[config.mk]
export PLATFORM = sky130hd
export DESIGN_NAME = mm4_ctrl
export DESIGN_NICKNAME = d
export VERILOG_FILES = /design/src/design/mm4_pkg.sv /design/src/design/mm4_ctrl.sv
export SDC_FILE = /design/constraint.sdc
export NUM_CORES = 1
export LEC_CHECK = 0
export ABC_AREA = 1
export ABC_CLOCK_PERIOD_IN_PS = 1900
export BUFFER_PORTS_ARGS = -buffer_cell sky130_fd_sc_hd__buf_2
export CAP_MARGIN = 15
export CORE_AREA = 2 2 39 41
export DETAILED_ROUTE_END_ITERATION = 6
export DIE_AREA = 0 0 41 43
export MAX_ROUTING_LAYER = met4
export PLACE_DENSITY = 0.49
export SYNTH_ARGS = -nofsm -noshare
export SYNTH_HDL_FRONTEND = slang
export SYNTH_SLANG_ARGS = --single-unit
[constraint.sdc]
create_clock -name clk -period 1.9 [get_ports clk]
set_input_delay 0.19 -clock clk [delete_from_list [all_inputs] [get_ports clk]]
set_output_delay 0.19 -clock clk [all_outputs]
set_load 0.03 [all_outputs]
[src/design/mm4_pkg.sv]
// package: constants and controller/datapath interface types for the 4x4 matrix multiplier
`timescale 1ns / 1ps

package mm4_pkg;

	// matrix geometry
	localparam int DIM       = 4;
	localparam int CELLS     = DIM * DIM;
	localparam int DIM_W     = $clog2(DIM);
	localparam int IDX_W     = $clog2(CELLS);

	// fixed point format
	localparam int DATA_W    = 32;
	localparam int FRAC_BITS = 16;
	localparam int PROD_W    = 2 * DATA_W;
	localparam int PAIR_W    = PROD_W + 1;
	localparam int SUM_W     = PROD_W + 2;

	localparam logic [DATA_W-1:0] SAT_MAX = {1'b0, {(DATA_W-1){1'b1}}};
	localparam logic [DATA_W-1:0] SAT_MIN = {1'b1, {(DATA_W-1){1'b0}}};
	localparam logic [IDX_W-1:0]  LAST_IDX = IDX_W'(CELLS - 1);

	// controller states
	typedef enum logic [1:0] {
		ST_IDLE,
		ST_RUN,
		ST_DRAIN
	} state_t;

	// controller to datapath commands
	typedef struct packed {
		logic             load;
		logic             issue;
		logic [IDX_W-1:0] idx;
		logic             last;
	} cmd_t;

	// datapath to controller status
	typedef struct packed {
		logic adv;
		logic busy;
	} status_t;

endpackage

[src/design/mm4_ctrl.sv]
// controller: load acceptance, result index sequencing and pipeline drain
`timescale 1ns / 1ps

module mm4_ctrl (
	input  logic              clk,
	input  logic              arst_n,
	input  logic              in_valid,
	input  logic              last_load,
	input  mm4_pkg::status_t  sts,
	output logic              in_stall,
	output mm4_pkg::cmd_t     cmd
);
	import mm4_pkg::*;

	state_t             state_q, state_d;
	logic [IDX_W-1:0]   idx_q, idx_d;

	// state and index registers
	always_ff @(posedge clk or negedge arst_n) begin
		if (!arst_n) begin
			state_q <= ST_IDLE;
			idx_q   <= '0;
		end else begin
			state_q <= state_d;
			idx_q   <= idx_d;
		end
	end

	// next state and commands
	always_comb begin
		state_d   = state_q;
		idx_d     = idx_q;
		in_stall  = (state_q != ST_IDLE);
		cmd.load  = 1'b0;
		cmd.issue = 1'b0;
		cmd.idx   = idx_q;
		cmd.last  = (idx_q == LAST_IDX);
		case (state_q)
			ST_IDLE: begin
				cmd.load = in_valid;
				if (in_valid && last_load) begin
					state_d = ST_RUN;
					idx_d   = '0;
				end
			end
			ST_RUN: begin
				if (sts.adv) begin
					cmd.issue = 1'b1;
					if (idx_q == LAST_IDX) begin
						state_d = ST_DRAIN;
					end else begin
						idx_d = idx_q + 1'b1;
					end
				end
			end
			ST_DRAIN: begin
				if (!sts.busy) begin
					state_d = ST_IDLE;
				end
			end
			default: begin
				state_d = ST_IDLE;
			end
		endcase
	end

endmodule

[After elaboration in Yosys (flattened, before gate mapping)]
Cells that the tools add are included.
Word-level totals
  register bits after elaboration: 6
  bits of input ports: 6
  output and inout port bits: 8
  logic and storage cells: 29
Operators by class
  $add $sub $neg: 1
  equality and inequality tests: 8
  mux-type cells: 12
  reduce and logical (&&, ||, !) cells: 6
Operators with widths (count)
  4-bit 2-to-1 mux: 3
  2-bit inequality test, second input constant: 5
  2-bit 2-to-1 mux: 4
  4-bit one-hot mux with 2 select lines: 1
  4-bit AND reduction: 2
  2-bit one-hot mux with 3 select lines: 1
  4-bit by 1-bit adder with 4-bit output, second input constant: 1
  4-bit equality test, second input constant: 1
  2-bit nonzero test: 2
  1-bit 2-to-1 mux: 3
  2-bit by 1-bit equality test with 1-bit output, second input constant: 1
  2-bit equality test, second input constant: 1
  2-bit logical NOT: 1
  1-bit logical AND: 1

[Longest topological paths before layout]
  word-level depth: 4
  mapped depth: 6
  gate-level depth less buffers: 6

[Worst setup path after synthesis]
Ideal clock, no wire load.
  path type: register to register
  start: register idx_q[0]
  end: register state_q[1]
  setup time: 0.077 ns
  arrival: 1.533 ns
  setup slack: 0.290 ns
  cell stages (with the launch flop): 6
  buffers on the path: 0
  cell sequence: dfrtp_1 > ha_1 > nand2_1 > nor2_1 > nand2_1 > a21oi_1
RTL lines
  start, declared: RTL line mm4_ctrl.sv:16  | logic [IDX_W-1:0] idx_q, idx_d;
  start signal, assigned: RTL line mm4_ctrl.sv:25  | idx_q <= idx_d;
  end signal, assigned: RTL line mm4_ctrl.sv:24  | state_q <= state_d;
  end, declared: RTL line mm4_ctrl.sv:15  | state_t state_q, state_d;

==> flow_metrics.env <==
export IMPL_status="completed"
export IMPL_fin_nets=81
export IMPL_critPathMaxStageDelay_ps=420
export IMPL_ctsResizeCount=0
export IMPL_cts_buffers=3
export IMPL_p_comb_share_pct=47.7
export IMPL_synth_ff_type="dfrtp_1"
export IMPL_cp_slowest_cell="dfrtp_1"
export IMPL_fin_cells=88
export IMPL_ys_warn_count=0
export IMPL_path_cells="ha_1 -> nand2_1 -> nor2_1 -> buf_2"
export IMPL_grt_setup_unrepaired="no"
export IMPL_syn_nets=62
export IMPL_crit_fanout=6
export IMPL_yosys_top_cells_area="dfrtp_1, nand2_1, nor2_1"
export IMPL_synth_most_common_cell="nand2_1"
export IMPL_firstDrtPassIters=3
export IMPL_timing_final_crit_share_pct=77.5
export IMPL_grt_pass1_wl_um=1280
export IMPL_slew_headroom_pct=86.3
export IMPL_synth_largest_area_cell="dfrtp_1"
export IMPL_syn_to_final_growth_pct=30.4
export IMPL_end_kind="output pin"
export IMPL_grt_start_max_net_pins=8
export IMPL_wirelength_um=797
export IMPL_numClockSinks=6
export IMPL_worst_ep_arrival_time_ps=1280
export IMPL_io_pins=14
export IMPL_required_ps=1710
export IMPL_p_sw_mw=0.296
export IMPL_synth_edff_count=0
export IMPL_dp_worst_setup_slack_ps=675
export IMPL_pwr_share_clk_pct=17.5
export IMPL_fill_cells=153
export IMPL_fp_row_count=14
export IMPL_clock_path_buffers=2
export IMPL_dpl_cell_area_sq_um=472
export IMPL_viasPerCell=4.32
export IMPL_ant_nets=0
export IMPL_io_buffer_count=13
export IMPL_path_class="reg -> out"
export IMPL_post_route_drc_count=0
export IMPL_fmax_mhz=679
export IMPL_slew_viol_final=0
export IMPL_die_h_um=43
export IMPL_fin_crit_ps=1470
export IMPL_netSwitchingFraction_pct=47.0
export IMPL_finalSetupTns_ps=0
export IMPL_cts_tree="built"
export IMPL_dieArea_sq_um=1760
export IMPL_postSynthAreaPerCell_sq_um=7.03
export IMPL_hold_path_class="in -> reg"
export IMPL_reg2reg_to="idx_q[2]"
export IMPL_synthTopCellsByCount="nand2_1, nor2_1, dfrtp_1, inv_1, nand4_1"
export IMPL_ff2ff_path_depth=5
export IMPL_antennaDiodeCount=0
export IMPL_track_usage_pct=11.5
export IMPL_grt_pass1_vias=309
export IMPL_min_from="sts[0]"
export IMPL_leakage_nw=0.302
export IMPL_setup_viol=0
export IMPL_wl_per_cell_um=9.06
export IMPL_cts_root_buf="clkbuf_4"
export IMPL_fin_worst_skew_ps=0.104
export IMPL_synth_distinct_cells=15
export IMPL_hold_end="state_q[1]"
export IMPL_dpl_hpwl_um=653
export IMPL_synth_cell_area_sq_um=387
export IMPL_netlist_area_leader_share_pct=38.8
export IMPL_antenna_found_initial=0
export IMPL_dp_cells=84
export IMPL_reg2reg_setup_slack_ps=660
export IMPL_timing_final_ws_setup_ps=428
export IMPL_num_vias=380
export IMPL_start_util_pct=27.9
export IMPL_drv_cap=0
export IMPL_ys_seq_area_share_pct=38.8
export IMPL_multi_input_area_sq_um=206
export IMPL_cp_startpoint="idx_q[0]"
export IMPL_dieWidth_um=41
export IMPL_postSynth_asyncResetShare_pct=100
export IMPL_tightestPinTransition_ps=206
export IMPL_drt_iter0_drc=3
export IMPL_fin_area_sq_um=504
export IMPL_hold_path_depth=3
export IMPL_grt_ovfl_total=0
export IMPL_p_per_area_nw_per_um2=1250
export IMPL_hold_viol_final=0
export IMPL_worstSkewPairLatency_ps=240
export IMPL_seq_power_share_pct=34.8
export IMPL_peakVddDrop_mv=0.687
export IMPL_htreeDepth=1
export IMPL_syn_inst=55
export IMPL_start_kind="flop"
export IMPL_ys_ff_latch=6
export IMPL_place_congestion=0.845
export IMPL_clkTransAtPathRegs_ps=40
export IMPL_coreArea_sq_um=1380
export IMPL_register_area_sq_um=150
export IMPL_r2r_start="idx_q[0]"
export IMPL_internal_power_mw=0.333
export IMPL_drive_gt1_share_pct=33.3
through the flow:
| step | power [mW] | hold WS, ps | utilization, % |
|---|---|---|---|
| after floorplan | 0.438 | -106 | - |
| after global placement | 0.528 | 20.0 | 34.1 |
| after detailed placement | 0.523 | 20.2 | 34.1 |
| after CTS | 0.641 | 226 | 36.4 |
| after global routing | 0.696 | 222 | 36.4 |
| final | 0.629 | 237 | 36.4 |
routing by layer:
layer	up-vias	global-route usage (%)	share of wire, %
met5	-	-	0
met4	0	2.00	0
met3	0	6.28	7.7
met2	13	15.0	44
met1	161	15.8	48
li1	206	-	-
cell families after synthesis:
| family | synth area share, % |
|---|---|
| buffers and inverters | 7.77 |
| AO/OA/AOI/OAI | 3.24 |
| flip-flops | 38.8 |
| adder cells (fa/ha/maj) | 3.24 |
| AND/OR/NAND/NOR | 46.9 |
worst max-delay path, delay by kind of cell, from the launching register on:
family                   cells  cell delay (ps)
flip-flops                   1              420
adder cells (fa/ha/maj)      1              220
buffers and inverters        1              210
AND/OR/NAND/NOR              2              190
cell type report:
cell class	instances	share of cell area [%]
flip-flops and latches	6	29.8
repair buffers	14	14.9
inverters	8	5.96
well taps	16	3.97
multi-input cells	41	40.9
clock buffers	3	4.47
placed cells by master, fill, tap and decap left out, drive strengths merged:
cell type	count
nand2	21
buf	13
nor2	11
inv	8
dfrtp	6
nand4	3
clkbuf	3
nand3	3
a21oi	1
o21bai	1
ha	1
dlygate4sd3	1
registers in the layout, indices dropped and copies added (netlist names):
signal / cells
idx_q: 4
state_q: 2
worst max path at each step:
stage / endpoint
after floorplan: state_q[1]
after global placement: cmd[0]
after detailed placement: cmd[0]
after CTS: cmd[0]
after global routing: cmd[0]
final: cmd[0]
power by group through the flow:
stage / sequential (mW) / combinational, mW / clock, mW
after floorplan: 0.272 / 0.166 / 0
after global placement: 0.222 / 0.306 / 0
after detailed placement: 0.221 / 0.301 / 0
after CTS: 0.220 / 0.304 / 0.118
after global routing: 0.228 / 0.339 / 0.128
final: 0.219 / 0.300 / 0.110
repair_timing:
action	CTS	global route
buffers inserted	0	0
endpoints found under the hold margin	6	0
endpoints found under the setup margin	0	0
hold buffers	1	0
Note: power is estimated with default switching activity, not from simulation.
